## config.mk

```make
export PLATFORM = sky130hd
export DESIGN_NAME = linear_gp_intron_filter_unit
export DESIGN_NICKNAME = d
export VERILOG_FILES = /design/src/lgif_pkg.sv /design/src/lgif_front.sv /design/src/lgif_queue.sv /design/src/lgif_back.sv /design/src/linear_gp_intron_filter_unit.sv
export SDC_FILE = /design/constraint.sdc
export NUM_CORES = 1
export LEC_CHECK = 0
export ABC_AREA = 1
export ABC_CLOCK_PERIOD_IN_PS = 10460
export BUFFER_PORTS_ARGS = -buffer_cell sky130_fd_sc_hd__buf_4
export CAP_MARGIN = 5
export CELL_PAD_IN_SITES_DETAIL_PLACEMENT = 0
export CELL_PAD_IN_SITES_GLOBAL_PLACEMENT = 1
export CORE_MARGIN = 8
export CORE_UTILIZATION = 54
export CTS_BUF_LIST = sky130_fd_sc_hd__clkbuf_2 sky130_fd_sc_hd__clkbuf_4 sky130_fd_sc_hd__clkbuf_8
export DETAILED_ROUTE_END_ITERATION = 10
export PLACE_DENSITY = 0.94
export SYNTH_ARGS = -nofsm -noshare
export SYNTH_HDL_FRONTEND = slang
export SYNTH_SLANG_ARGS = --single-unit
export TNS_END_PERCENT = 100
```

## constraint.sdc

```tcl
create_clock -name clk -period 10.46 [get_ports clk]
set_input_delay 1.046 -clock clk [delete_from_list [all_inputs] [get_ports clk]]
set_output_delay 1.046 -clock clk [all_outputs]
set_load 0.05 [all_outputs]
```

## src/lgif_pkg.sv

```systemverilog
// Shared types and constants for the linear program intron filter.
package lgif_pkg;

  localparam int CALC_REGS   = 31;
  localparam int MAX_PROGRAM = 256;

  localparam int FIELD_W   = 8;
  localparam int OUT_REG_W = 5;
  localparam int SLOT_W    = 8;
  localparam int TOTAL_W   = 9;

  localparam int QUEUE_DEPTH = 2;
  localparam int QPTR_W      = (QUEUE_DEPTH > 1) ? $clog2(QUEUE_DEPTH) : 1;
  localparam int QCNT_W      = $clog2(QUEUE_DEPTH + 1);

  typedef logic [CALC_REGS-1:0] reg_set_t;

  typedef struct packed {
    logic               program_start;
    logic [FIELD_W-1:0] opcode;
    logic [FIELD_W-1:0] dest_reg;
    logic [FIELD_W-1:0] src_a;
    logic [FIELD_W-1:0] src_b;
  } in_item_t;

  typedef struct packed {
    logic               is_effective;
    logic [FIELD_W-1:0] out_opcode;
    logic [FIELD_W-1:0] out_dest;
    logic [FIELD_W-1:0] out_src_a;
    logic [FIELD_W-1:0] out_src_b;
    logic [SLOT_W-1:0]  effective_slot;
    logic [TOTAL_W-1:0] effective_total;
  } out_item_t;

  // Decoded instruction as it travels from the front end to the back end.
  typedef struct packed {
    in_item_t instr;
    reg_set_t dest_bits;
    reg_set_t src_bits;
  } cls_item_t;

endpackage

```

## src/lgif_front.sv

```systemverilog
// Front end: accepts instructions and decodes register indexes into one-hot sets.
module lgif_front
  import lgif_pkg::*;
(
  input  logic      clk,
  input  logic      rst_n,
  input  logic      in_valid,
  output logic      in_stall,
  input  in_item_t  in_data,
  output logic      cls_valid,
  input  logic      cls_ready,
  output cls_item_t cls_data
);

  logic      vld_r, vld_nxt;
  cls_item_t item_r;
  cls_item_t dec;
  logic      load;

  // Indexes at or above the calculation range decode to an empty set.
  always_comb begin
    dec.instr = in_data;
    for (int i = 0; i < CALC_REGS; i++) begin
      dec.dest_bits[i] = (in_data.dest_reg == FIELD_W'(i));
      dec.src_bits[i]  = (in_data.src_a == FIELD_W'(i)) || (in_data.src_b == FIELD_W'(i));
    end
  end

  assign in_stall  = vld_r && !cls_ready;
  assign load      = in_valid && !in_stall;
  assign cls_valid = vld_r;
  assign cls_data  = item_r;

  always_comb begin
    vld_nxt = vld_r;
    if (load) begin
      vld_nxt = 1'b1;
    end else if (cls_ready) begin
      vld_nxt = 1'b0;
    end
  end

  always_ff @(posedge clk) begin
    if (!rst_n) begin
      vld_r <= 1'b0;
    end else begin
      vld_r <= vld_nxt;
    end
  end

  always_ff @(posedge clk) begin
    if (load) begin
      item_r <= dec;
    end
  end

endmodule

```

## src/lgif_queue.sv

```systemverilog
// Short queue between the decode front end and the live-set back end.
module lgif_queue
  import lgif_pkg::*;
(
  input  logic      clk,
  input  logic      rst_n,
  input  logic      push_valid,
  output logic      push_ready,
  input  cls_item_t push_data,
  output logic      pop_valid,
  input  logic      pop_ready,
  output cls_item_t pop_data
);

  cls_item_t           store [QUEUE_DEPTH];
  logic [QPTR_W-1:0]   wr_ptr_r, wr_ptr_nxt;
  logic [QPTR_W-1:0]   rd_ptr_r, rd_ptr_nxt;
  logic [QCNT_W-1:0]   cnt_r, cnt_nxt;
  logic                push, pop;

  assign pop_valid  = (cnt_r != '0);
  assign pop        = pop_valid && pop_ready;
  // A full queue still takes an item in the cycle that one leaves.
  assign push_ready = (cnt_r != QCNT_W'(QUEUE_DEPTH)) || pop;
  assign push       = push_valid && push_ready;
  assign pop_data   = store[rd_ptr_r];

  function automatic logic [QPTR_W-1:0] ptr_inc(input logic [QPTR_W-1:0] p);
    if (p == QPTR_W'(QUEUE_DEPTH - 1)) begin
      return '0;
    end
    return p + QPTR_W'(1);
  endfunction

  always_comb begin
    wr_ptr_nxt = push ? ptr_inc(wr_ptr_r) : wr_ptr_r;
    rd_ptr_nxt = pop ? ptr_inc(rd_ptr_r) : rd_ptr_r;
    cnt_nxt    = cnt_r;
    if (push && !pop) begin
      cnt_nxt = cnt_r + QCNT_W'(1);
    end else if (pop && !push) begin
      cnt_nxt = cnt_r - QCNT_W'(1);
    end
  end

  always_ff @(posedge clk) begin
    if (!rst_n) begin
      wr_ptr_r <= '0;
      rd_ptr_r <= '0;
      cnt_r    <= '0;
    end else begin
      wr_ptr_r <= wr_ptr_nxt;
      rd_ptr_r <= rd_ptr_nxt;
      cnt_r    <= cnt_nxt;
    end
  end

  always_ff @(posedge clk) begin
    if (push) begin
      store[wr_ptr_r] <= push_data;
    end
  end

endmodule

```

## src/lgif_back.sv

```systemverilog
// Back end: live-set update, effective count and the registered result.
module lgif_back
  import lgif_pkg::*;
(
  input  logic                 clk,
  input  logic                 rst_n,
  input  logic [OUT_REG_W-1:0] output_reg,
  input  logic                 cls_valid,
  output logic                 cls_ready,
  input  cls_item_t            cls_data,
  output logic                 out_valid,
  input  logic                 out_stall,
  output out_item_t            out_data
);

  reg_set_t           live_r, live_nxt;
  logic [TOTAL_W-1:0] cnt_r, cnt_nxt;
  logic               vld_r, vld_nxt;
  out_item_t          res_r, res_nxt;

  reg_set_t           seed, live_cur;
  logic [TOTAL_W-1:0] cnt_cur;
  logic               eff, take;

  assign cls_ready = !vld_r || !out_stall;
  assign take      = cls_valid && cls_ready;
  assign out_valid = vld_r;
  assign out_data  = res_r;

  always_comb begin
    for (int i = 0; i < CALC_REGS; i++) begin
      seed[i] = (int'(output_reg) == i);
    end
  end

  always_comb begin
    live_cur = cls_data.instr.program_start ? seed : live_r;
    cnt_cur  = cls_data.instr.program_start ? '0 : cnt_r;
    eff      = |(cls_data.dest_bits & live_cur);

    live_nxt = live_cur;
    cnt_nxt  = cnt_cur;
    if (eff) begin
      // The destination is cleared before the sources are marked.
      live_nxt = (live_cur & ~cls_data.dest_bits) | cls_data.src_bits;
      if (cnt_cur < TOTAL_W'(MAX_PROGRAM)) begin
        cnt_nxt = cnt_cur + TOTAL_W'(1);
      end
    end

    res_nxt.is_effective = eff;
    res_nxt.out_opcode   = cls_data.instr.opcode;
    res_nxt.out_dest     = cls_data.instr.dest_reg;
    res_nxt.out_src_a    = cls_data.instr.src_a;
    res_nxt.out_src_b    = cls_data.instr.src_b;
    if (!eff) begin
      res_nxt.effective_slot = '0;
    end else if (cnt_cur < TOTAL_W'(MAX_PROGRAM - 1)) begin
      res_nxt.effective_slot = cnt_cur[SLOT_W-1:0];
    end else begin
      res_nxt.effective_slot = SLOT_W'(MAX_PROGRAM - 1);
    end
    res_nxt.effective_total = cnt_nxt;

    vld_nxt = take ? 1'b1 : (out_stall ? vld_r : 1'b0);
  end

  always_ff @(posedge clk) begin
    if (!rst_n) begin
      live_r <= '0;
      cnt_r  <= '0;
      vld_r  <= 1'b0;
    end else begin
      vld_r <= vld_nxt;
      if (take) begin
        live_r <= live_nxt;
        cnt_r  <= cnt_nxt;
      end
    end
  end

  always_ff @(posedge clk) begin
    if (take) begin
      res_r <= res_nxt;
    end
  end

endmodule

```

## src/linear_gp_intron_filter_unit.sv

```systemverilog
// Top level of the structural intron filter for linear register programs.
//
//   channel | handshake           | payload
//   --------+---------------------+----------------------------
//   in      | in_valid/in_stall   | in_item_t in_data
//   out     | out_valid/out_stall | out_item_t out_data
//   cfg     | cfg_we              | cfg_wdata (output register)
//
// One instruction per cycle sustained while the output does not stall. An accepted item
// loads the decode register, then passes through the queue into the result register.
// The live set and the effective count in the back end each feed back on themselves.
// Synchronous active-low reset clears the live set, the count, all valids and the
// output register setting. A stalled output fills the queue and then stalls the input.
module linear_gp_intron_filter_unit
  import lgif_pkg::*;
(
  input  logic                 clk,
  input  logic                 rst_n,
  input  logic                 in_valid,
  output logic                 in_stall,
  input  in_item_t             in_data,
  output logic                 out_valid,
  input  logic                 out_stall,
  output out_item_t            out_data,
  input  logic                 cfg_we,
  input  logic [OUT_REG_W-1:0] cfg_wdata
);

  logic [OUT_REG_W-1:0] out_reg_r;
  logic                 f_valid, f_ready;
  cls_item_t            f_data;
  logic                 q_valid, q_ready;
  cls_item_t            q_data;

  always_ff @(posedge clk) begin
    if (!rst_n) begin
      out_reg_r <= '0;
    end else if (cfg_we) begin
      out_reg_r <= cfg_wdata;
    end
  end

  lgif_front u_front (
    .clk       (clk),
    .rst_n     (rst_n),
    .in_valid  (in_valid),
    .in_stall  (in_stall),
    .in_data   (in_data),
    .cls_valid (f_valid),
    .cls_ready (f_ready),
    .cls_data  (f_data)
  );

  lgif_queue u_queue (
    .clk        (clk),
    .rst_n      (rst_n),
    .push_valid (f_valid),
    .push_ready (f_ready),
    .push_data  (f_data),
    .pop_valid  (q_valid),
    .pop_ready  (q_ready),
    .pop_data   (q_data)
  );

  lgif_back u_back (
    .clk        (clk),
    .rst_n      (rst_n),
    .output_reg (out_reg_r),
    .cls_valid  (q_valid),
    .cls_ready  (q_ready),
    .cls_data   (q_data),
    .out_valid  (out_valid),
    .out_stall  (out_stall),
    .out_data   (out_data)
  );

endmodule

```

Yosys cells after proc, flatten, opt, wreduce, memory -nomap -nowiden
Memory sizes are Yosys's and may differ from the RTL's. A register that Yosys moved wholly into a read port is not among the register bits. Index checks and enable logic that the tools add are counted.

Add/sub/neg operators: 5. Order comparisons: 2. Equality and inequality tests: 122. Multiplexer cells: 22. Bitwise logic cells: 4. Reduce and logical (&&, ||, !) cells: 53.

Operators with widths (count): $eq A8 B5 Y1 const B (45); $eq A8 B4 Y1 const B (24); $eq A8 B3 Y1 const B (12); $eq A5 B5 Y1 const B (16); $and A31 B31 Y31 (2); $mux W31 (2); $eq A8 B2 Y1 const B (6); $eq A5 B4 Y1 const B (8); $logic_or A1 B1 Y1 (33); $not A31 Y31 (1); $or A31 B31 Y31 (1); $reduce_or A31 Y1 (1); $mux W9 (3); $eq A8 B1 Y1 const B (3); $logic_not A8 Y1 (3); $eq A5 B3 Y1 const B (4); $mux W1 (14); $eq A5 B2 Y1 const B (2); $add A9 B1 Y9 const B (1); $lt A9 B8 Y1 const B (1); $lt A9 B9 Y1 const B (1); $mux W8 (1); $logic_and A1 B1 Y1 (6); $logic_not A1 Y1 (6); 8 further kinds (12).

Bits in registers: 196. Bits in writable memories: 190. Input bits: 43. Logic and storage cells: 231. Memories: 1.

Memory list: u_queue.store (words 2, width 95, rd ports 1, clocked after memory_dff 1, wr ports 1, RTL line lgif_queue.sv:15) `cls_item_t store [QUEUE_DEPTH];`.

Depth between registers and ports, before layout
Gate-level depths: netlist of the first run.

Depth in word-level cells: 9. Depth in mapped cells: 18. Depth with buffers taken out: 15.

By module
A second synthesis of the first run with hierarchy kept.

Cells, all modules: 1390. Area, all modules: 16360.7 µm².

By module, submodules not included: lgif_queue (instances 1, cells an instance 334, area each 7309.5 µm², seq. area each 5805.6 µm²); lgif_back (instances 1, cells an instance 686, area each 4903.5 µm², seq. area each 2322.2 µm²); lgif_front (instances 1, cells an instance 339, area each 3942.5 µm², seq. area each 2872.8 µm²); linear_gp_intron_filter_unit (instances 1, cells an instance 31, area each 205.2 µm², seq. area each 100.1 µm²).

Least setup slack after synthesis of the first run
No wires, ideal clock.

Path type: input to register. From: input port out_stall. To: memory u_queue.store[1][0] (netlist bit), enable pin. Library setup time: 551 ps. Data arrival time: 5578 ps. Slack: 4331 ps. Stages on the path: 6. Buffers on the path: 1. Cell sequence: nand2_1 > o21ai_0 > clkbuf_1 > nand3_1 > nand2_1 > nor2_1.

Word-level cells in the longest chain between the ends: 7.

Ends and longest elaborated chain: start, declared (RTL line linear_gp_intron_filter_unit.sv:23) `input logic out_stall,`; $logic_not A1 Y1 (RTL line lgif_back.sv:25) `assign cls_ready = !vld_r || !out_stall;`; $logic_or A1 B1 Y1 (RTL line lgif_back.sv:25); $logic_and A1 B1 Y1 (RTL line lgif_queue.sv:22) `assign pop = pop_valid && pop_ready;`; $logic_or A1 B1 Y1 (RTL line lgif_queue.sv:24) `assign push_ready = (cnt_r != QCNT_W'(QUEUE_DEPTH)) || pop;`; $logic_and A1 B1 Y1 (RTL line lgif_queue.sv:25) `assign push = push_valid && push_ready;`; $mux W1 (RTL line lgif_queue.sv:59) `if (push) begin`; $mux W1 (implied by the code) (RTL line lgif_queue.sv:60) `store[wr_ptr_r] <= push_data;`; end, declared (RTL line lgif_queue.sv:15).

No other way between the ends.

==> results of run 1 <==
power groups by stage:
stage / combinational, mW / sequential, mW / clock, mW
after floorplan: 0.913 / 2.46 / 0
after global placement: 1.63 / 2.15 / 0
after detailed placement: 1.66 / 2.16 / 0
after CTS: 1.67 / 2.13 / 1.26
after global routing: 1.82 / 2.16 / 1.33
final: 1.66 / 2.13 / 1.24
final timing paths:
path                            cells past startpoint                                end
worst max-delay path                               14  u_back.out_data[10]$_SDFFCE_PN0P_
worst min-delay path                                0     u_queue.store[1][22]$_DFFE_PP_
worst max register to register                     14  u_back.out_data[10]$_SDFFCE_PN0P_
worst min register to register                      0     u_queue.store[1][22]$_DFFE_PP_
per-stage QoR:
stage | total power, mW | cells
after floorplan | 3.37 | 1454
after global placement | 3.78 | 1881
after detailed placement | 3.82 | 1881
after CTS | 5.06 | 1992
after global routing | 5.31 | 1992
final | 5.03 | 1992
layout make-up:
type	count	area, um2	share of cell area, %
Clock buffer	78	967	5.37
Clock inverter	33	220	1.22
Inverter	122	462	2.56
Multi-Input combinational cell	884	3990	22.2
Sequential cell	387	11100	61.7
Tap cell	384	480	2.67
Timing Repair Buffer	104	781	4.34
logic make-up (layout without fill, tap and decap cells):
logic type | count (synthesis) | in the layout | synth area share (%)
multiplexers | 19 | 19 | 1.20
flip-flops | 387 | 387 | 70.1
AND/OR/NAND/NOR | 724 | 724 | 18.8
XOR/XNOR | 2 | 2 | 0.111
adder cells (fa/ha/maj) | 2 | 2 | 0.158
buffers and inverters | 183 | 337 | 4.85
AO/OA/AOI/OAI | 137 | 137 | 4.80
layout by cell type, fill, tap and decap left out, types with 14 or more instances in the layout:
| master | netlist | layout |
|---|---|---|
| clkbuf_8 | 0 | 61 |
| nand3_1 | 148 | 148 |
| o21ai_0 | 33 | 32 |
| clkinv_1 | 3 | 18 |
| clkbuf_4 | 0 | 17 |
| clkinv_2 | 0 | 14 |
| nor2_1 | 80 | 78 |
| nand2_1 | 470 | 470 |
| edfxtp_1 | 335 | 335 |
| inv_1 | 117 | 115 |
| dfxtp_1 | 52 | 51 |
| mux2i_1 | 19 | 19 |
| buf_4 | 9 | 104 |
| o22ai_1 | 30 | 30 |
| a21oi_1 | 58 | 58 |
registers in the layout, indices dropped and copies added (netlist names), named ones only:
name,count
u_back.live_r,31
u_front.cls_data,95
out_reg_r,5
u_queue.rd_ptr_r,1
u_back.out_data,50
u_queue.cnt_r,2
u_back.out_valid,1
u_front.cls_valid,1
u_queue.store,190
u_back.cnt_r,9
u_queue.wr_ptr_r,1
routing by layer:
layer,global-route usage (%),wire (um),vias to the layer above,share of wire [%]
met4,7.88,1070,0,3.0
met1,27.0,15300,5091,42
met2,32.4,17300,429,48
met5,0,0,-,0
met3,4.16,2650,70,7.3
li1,-,-,5164,-
cells in the mapped netlist (14+ instances only):
cell	count
a21oi_1	58
buf_2	14
clkbuf_1	32
dfxtp_1	52
edfxtp_1	335
inv_1	117
mux2i_1	19
nand2_1	470
nand3_1	148
nor2_1	80
o21ai_0	33
o22ai_1	30
worst reg2reg max path: cells and delay by family, from the launching register on:
kind,cells,cell delay [ps]
simple gates,9,2950
compound gates,1,90
flops,1,590
buf+inv,4,1570
==> run_results.csv, run 1 <==
group,metric,value,unit
run_status,status,"completed",
timing,rsz0062_at_grt,"no",
power,p_int,3.11,mW
die,core_area,0.0288,mm2
logic_synthesis,synth_edf_count,335,
logic_synthesis,synth_ff_type,"edfxtp_1",
global_route,overflow,0,
setup_path,crit_type,"reg -> reg",
finish,fin_area,0.0180,mm2
timing,max_slew_margin,29.3,%
placement,place_hpwl,23000,um
clocking,clock_latency,620,ps
timing,fin_hold_ws,442,ps
die,initial_core_util,55.0,%
setup_path,cp_cell_sequence,"inv_2 -> buf_4 -> nand2_1 -> nand2_2 -> inv_2 -> nand2_1 -> nand3_1 -> nand2_1 -> nor2_1 -> nand2_1 -> nor2_4 -> nand2_2 -> inv_1 -> a21oi_1",
global_route,grt_pass1_vias,10200,
setup_path,critPathLaunchType,"flip-flop",
clocking,htree_levels,2,
finish,diodes,0,
power,seqPwrFrac,42.4,%
power,pwr-share-comb,33.1,%
setup_path,max_stage_delay,800,ps
clocking,ctsResizeCount,0,
clocking,ctsHoldBuffers,0,
logic_synthesis,netlist_instances,1454,
setup_path,worstPathRequired,10780,ps
logic_synthesis,syn_area,0.0158,mm2
timing,fmax,182,MHz
timing,setup_viol,0,
logic_synthesis,ys_seq_elements,387,
global_route,grt_pass1_wl,56600,um
power,power_density,279,mW/mm2
drt,routed_via_density,5.40,
timing,worst_pin_slew,1060,ps
global_route,antenna_found_initial,1,
drt,wire_per_inst,18.2,um
finish,drive_gt1_share,13.4,%
clocking,root_buffer,"clkbuf_8",
drt,ant_nets,0,
setup_path,cp_common_cell,"nand2_1",
placement,io_buffers,94,
clocking,clk_pin_slew_worst_paths,60,ps
setup_path,reg2reg_slack,4970,ps
finish,fillerInstances,2245,
timing,skew,21.3,ps
die,die_h,187,um
logic_synthesis,synth_cell_types,32,
die,dieArea,0.0351,mm2
logic_synthesis,synth.area.top_cells,"edfxtp_1, nand2_1, dfxtp_1, nand3_1, inv_1",
placement,dpl_cell_area,0.0168,mm2
drt,via_count,10800,
timing,finalHoldViolations,0,
drt,routed_wl,36300,um
timing,post-route-min-period,5490,ps
timing,fin_crit_sh,52.5,%
power,vdd_ir_drop_max,0.000156,V
die,num_io_pins,95,
logic_synthesis,synth_largest_area_cell,"edfxtp_1",
power,switching_share,38.1,%
clocking,cts.sinks,387,
power,p_leak,7.14,nW
setup_path,endpoint_kind,"flip-flop",
power,power.share.clock,24.6,%
flow_run,drv_cap,0,
logic_synthesis,async_flop_share,0,%
setup_path,cp_num_buf_inv,4,
setup_path,path_max_fanout,76,
finish,nets,1603,
drt,first_pass_iters,5,
logic_synthesis,ys_warn_count,0,
die,row_count,62,
clocking,numCtsBuffers,59,
timing,setup_tns,0,ps
timing,final_max_slew_viol_count,0,
placement,gp_congestion,0.869,
logic_synthesis,ys_seq_area_share,70.1,%
clocking,cts_setup_buffers,0,
setup_path,cp_data_arrival_time,5810,ps
placement,place_ws,5090,ps
global_route,track_usage,20.3,%
clocking,cts_tree,"done",
logic_synthesis,syn_nets,1499,
worst_hold_path,hp-class,"reg -> reg",
setup_path,slowest_stage,"nor2_4",
logic_synthesis,synth_top_area_share,63.5,%
power,power_switching,1.92,mW
timing,setup_ws,4970,ps
logic_synthesis,synth_area_per_cell,10.9,um2
global_route,grt_max_degree,77,
finish,area_delta_synth_final,13.7,%
clocking,clk_path_buf_depth,3,
die,die_w,187,um
drt,drt_iter0_drc,1054,
worst_hold_path,worstHoldStart,"u_front.cls_data[22]$_DFFE_PP_",
setup_path,crit_family,"simple AND/OR/NAND/NOR gates",
finish,utilization,62.6,%
drt,drc,0,
Power figures use the tool's default switching activity.
==> run 2, diff against run 1 <==
ABC_CLOCK_PERIOD_IN_PS = 5500   (was 10460)
CORE_UTILIZATION = 50   (was 54)
PLACE_DENSITY = 0.88   (was 0.94)
clock period = 5.5 ns   (was 10.46 ns; I/O delays follow)
==> run_results.csv, run 2 (same netlist as run 1, synthesis figures left out) <==
group,metric,value,unit
run_status,status,"completed",
die,initial_core_util,50.5,%
timing,post-route-min-period,3680,ps
drt,wire_per_inst,18.2,um
clocking,htree_levels,2,
clocking,cts.sinks,387,
power,power_switching,3.70,mW
power,p_int,5.96,mW
flow_run,drv_cap,0,
timing,setup_tns,0,ps
placement,dp.cells,1901,
clocking,root_buffer,"clkbuf_8",
global_route,overflow,0,
timing,worst_pin_slew,1190,ps
global_route,grt_pass1_vias,10400,
timing,fmax,272,MHz
power,vdd_ir_drop_max,0.000297,V
setup_path,path_max_fanout,49,
setup_path,endpoint_kind,"flip-flop",
clocking,numCtsBuffers,60,
finish,diodes,0,
finish,mostFrequentLayoutCell,"nand2_1",
die,core_area,0.0314,mm2
die,die_h,194,um
finish,regMostFlops,"u_queue.store",
die,row_count,65,
finish,utilization,57.6,%
drt,ant_nets,0,
finish,largest_register_ffs,190,
placement,place_hpwl,23700,um
finish,drive_gt1_share,13.4,%
power,power.share.clock,24.9,%
die,dieArea,0.0376,mm2
setup_path,critPathLaunchType,"flip-flop",
drt,first_pass_iters,6,
global_route,track_usage,19.0,%
placement,gp_congestion,0.883,
setup_path,cp_data_arrival_time,4010,ps
worst_hold_path,hp-class,"in -> reg",
die,num_io_pins,95,
power,p_leak,7.16,nW
power,seqPwrFrac,42.0,%
setup_path,crit_type,"reg -> reg",
timing,max_slew_margin,20.6,%
clocking,clk_pin_slew_worst_paths,60,ps
die,die_w,194,um
finish,final_cells,2012,
power,power_density,534,mW/mm2
finish,fin_area,0.0181,mm2
setup_path,reg2reg_slack,1820,ps
placement,io_buffers,94,
power,pwr-share-comb,33.1,%
clocking,cts_setup_buffers,0,
drt,routed_via_density,5.31,
setup_path,worstPathRequired,5830,ps
drt,via_count,10700,
global_route,antenna_found_initial,0,
clocking,ctsHoldBuffers,0,
drt,routed_wl,36600,um
clocking,clk_path_buf_depth,3,
timing,finalHoldViolations,0,
timing,setup_viol,0,
finish,nets,1606,
timing,fin_hold_ws,83.6,ps
worst_hold_path,hold_depth,1,
timing,fin_crit_sh,66.9,%
timing,skew,46.4,ps
setup_path,reg2reg_to,"u_back.out_data[11]$_SDFFCE_PN0P_",
global_route,grt_max_degree,76,
finish,most-common-layout-cells,"nand2_1, edfxtp_1, nand3_1, inv_1, buf_4",
finish,area_delta_synth_final,14.2,%
drt,drc,0,
drt,drt_iter0_drc,954,
setup_path,r2r_cells,13,
timing,final_max_slew_viol_count,0,
placement,dpl_cell_area,0.0169,mm2
clocking,cts_tree,"done",
global_route,grt_pass1_wl,57300,um
clocking,ctsResizeCount,0,
clocking,clock_latency,640,ps
worst_hold_path,min_to,"u_front.cls_data[91]$_DFFE_PP_",
power,switching_share,38.3,%
worst_hold_path,worstHoldStart,"in_data[29]",
timing,rsz0062_at_grt,"no",
-- run 2: worst max-delay path by stage --
stage                                             end  slack [ps]
floorplan               u_queue.store[1][0]$_DFFE_PP_        1460
global placement    u_back.out_data[15]$_SDFFCE_PN0P_        1970
detailed placement  u_back.out_data[11]$_SDFFCE_PN0P_        1860
CTS                 u_back.out_data[11]$_SDFFCE_PN0P_        1830
global route        u_back.out_data[12]$_SDFFCE_PN0P_        1450
finish              u_back.out_data[11]$_SDFFCE_PN0P_        1820
-- run 2: worst max-delay path: stages, from the launching register on --
cell and delay [ps]:
dfxtp_4 520, inv_2 60, nand2_1 70, nand2_2 460, inv_2 560, nand2_1 130, nand3_1 110, nand2_1 60
nor2_1 100, nand2_1 100, nor2_4 130, nand2_2 550, inv_1 450, a21oi_1 80
-- run 2: power by group through the flow --
stage / Combinational, mW / Sequential (mW) / Clock (mW)
2_1_floorplan: 1.74 / 4.66 / 0
3_3_place_gp: 3.17 / 4.09 / 0
3_5_place_dp: 3.21 / 4.11 / 0
4_1_cts: 3.22 / 4.06 / 2.46
5_1_grt: 3.51 / 4.10 / 2.58
6_report: 3.20 / 4.05 / 2.41
-- run 2: area by class of cell --
cell class	instances	area, um2
tap	402	503
multi-input combinational	884	4000
sequential	387	11100
timing repair buffer	106	808
inverter	122	462
clock buffer	73	930
fill	2607	13300
clock inverter	38	284
-- run 2: layer usage --
| layer | share of wire [%] | track usage, % | up-vias |
|---|---|---|---|
| met2 | 48 | 31.0 | 414 |
| met1 | 42 | 25.3 | 5041 |
| met3 | 7.2 | 3.58 | 59 |
| li1 | - | - | 5169 |
| met4 | 2.6 | 6.48 | 0 |
| met5 | 0 | 0 | - |
-- run 2: stage by stage --
step / power, mW / worst slack, ps
2_1_floorplan: 6.40 / 1460
3_3_place_gp: 7.27 / 1970
3_5_place_dp: 7.32 / 1860
4_1_cts: 9.74 / 1830
5_1_grt: 10.2 / 1450
6_report: 9.66 / 1820
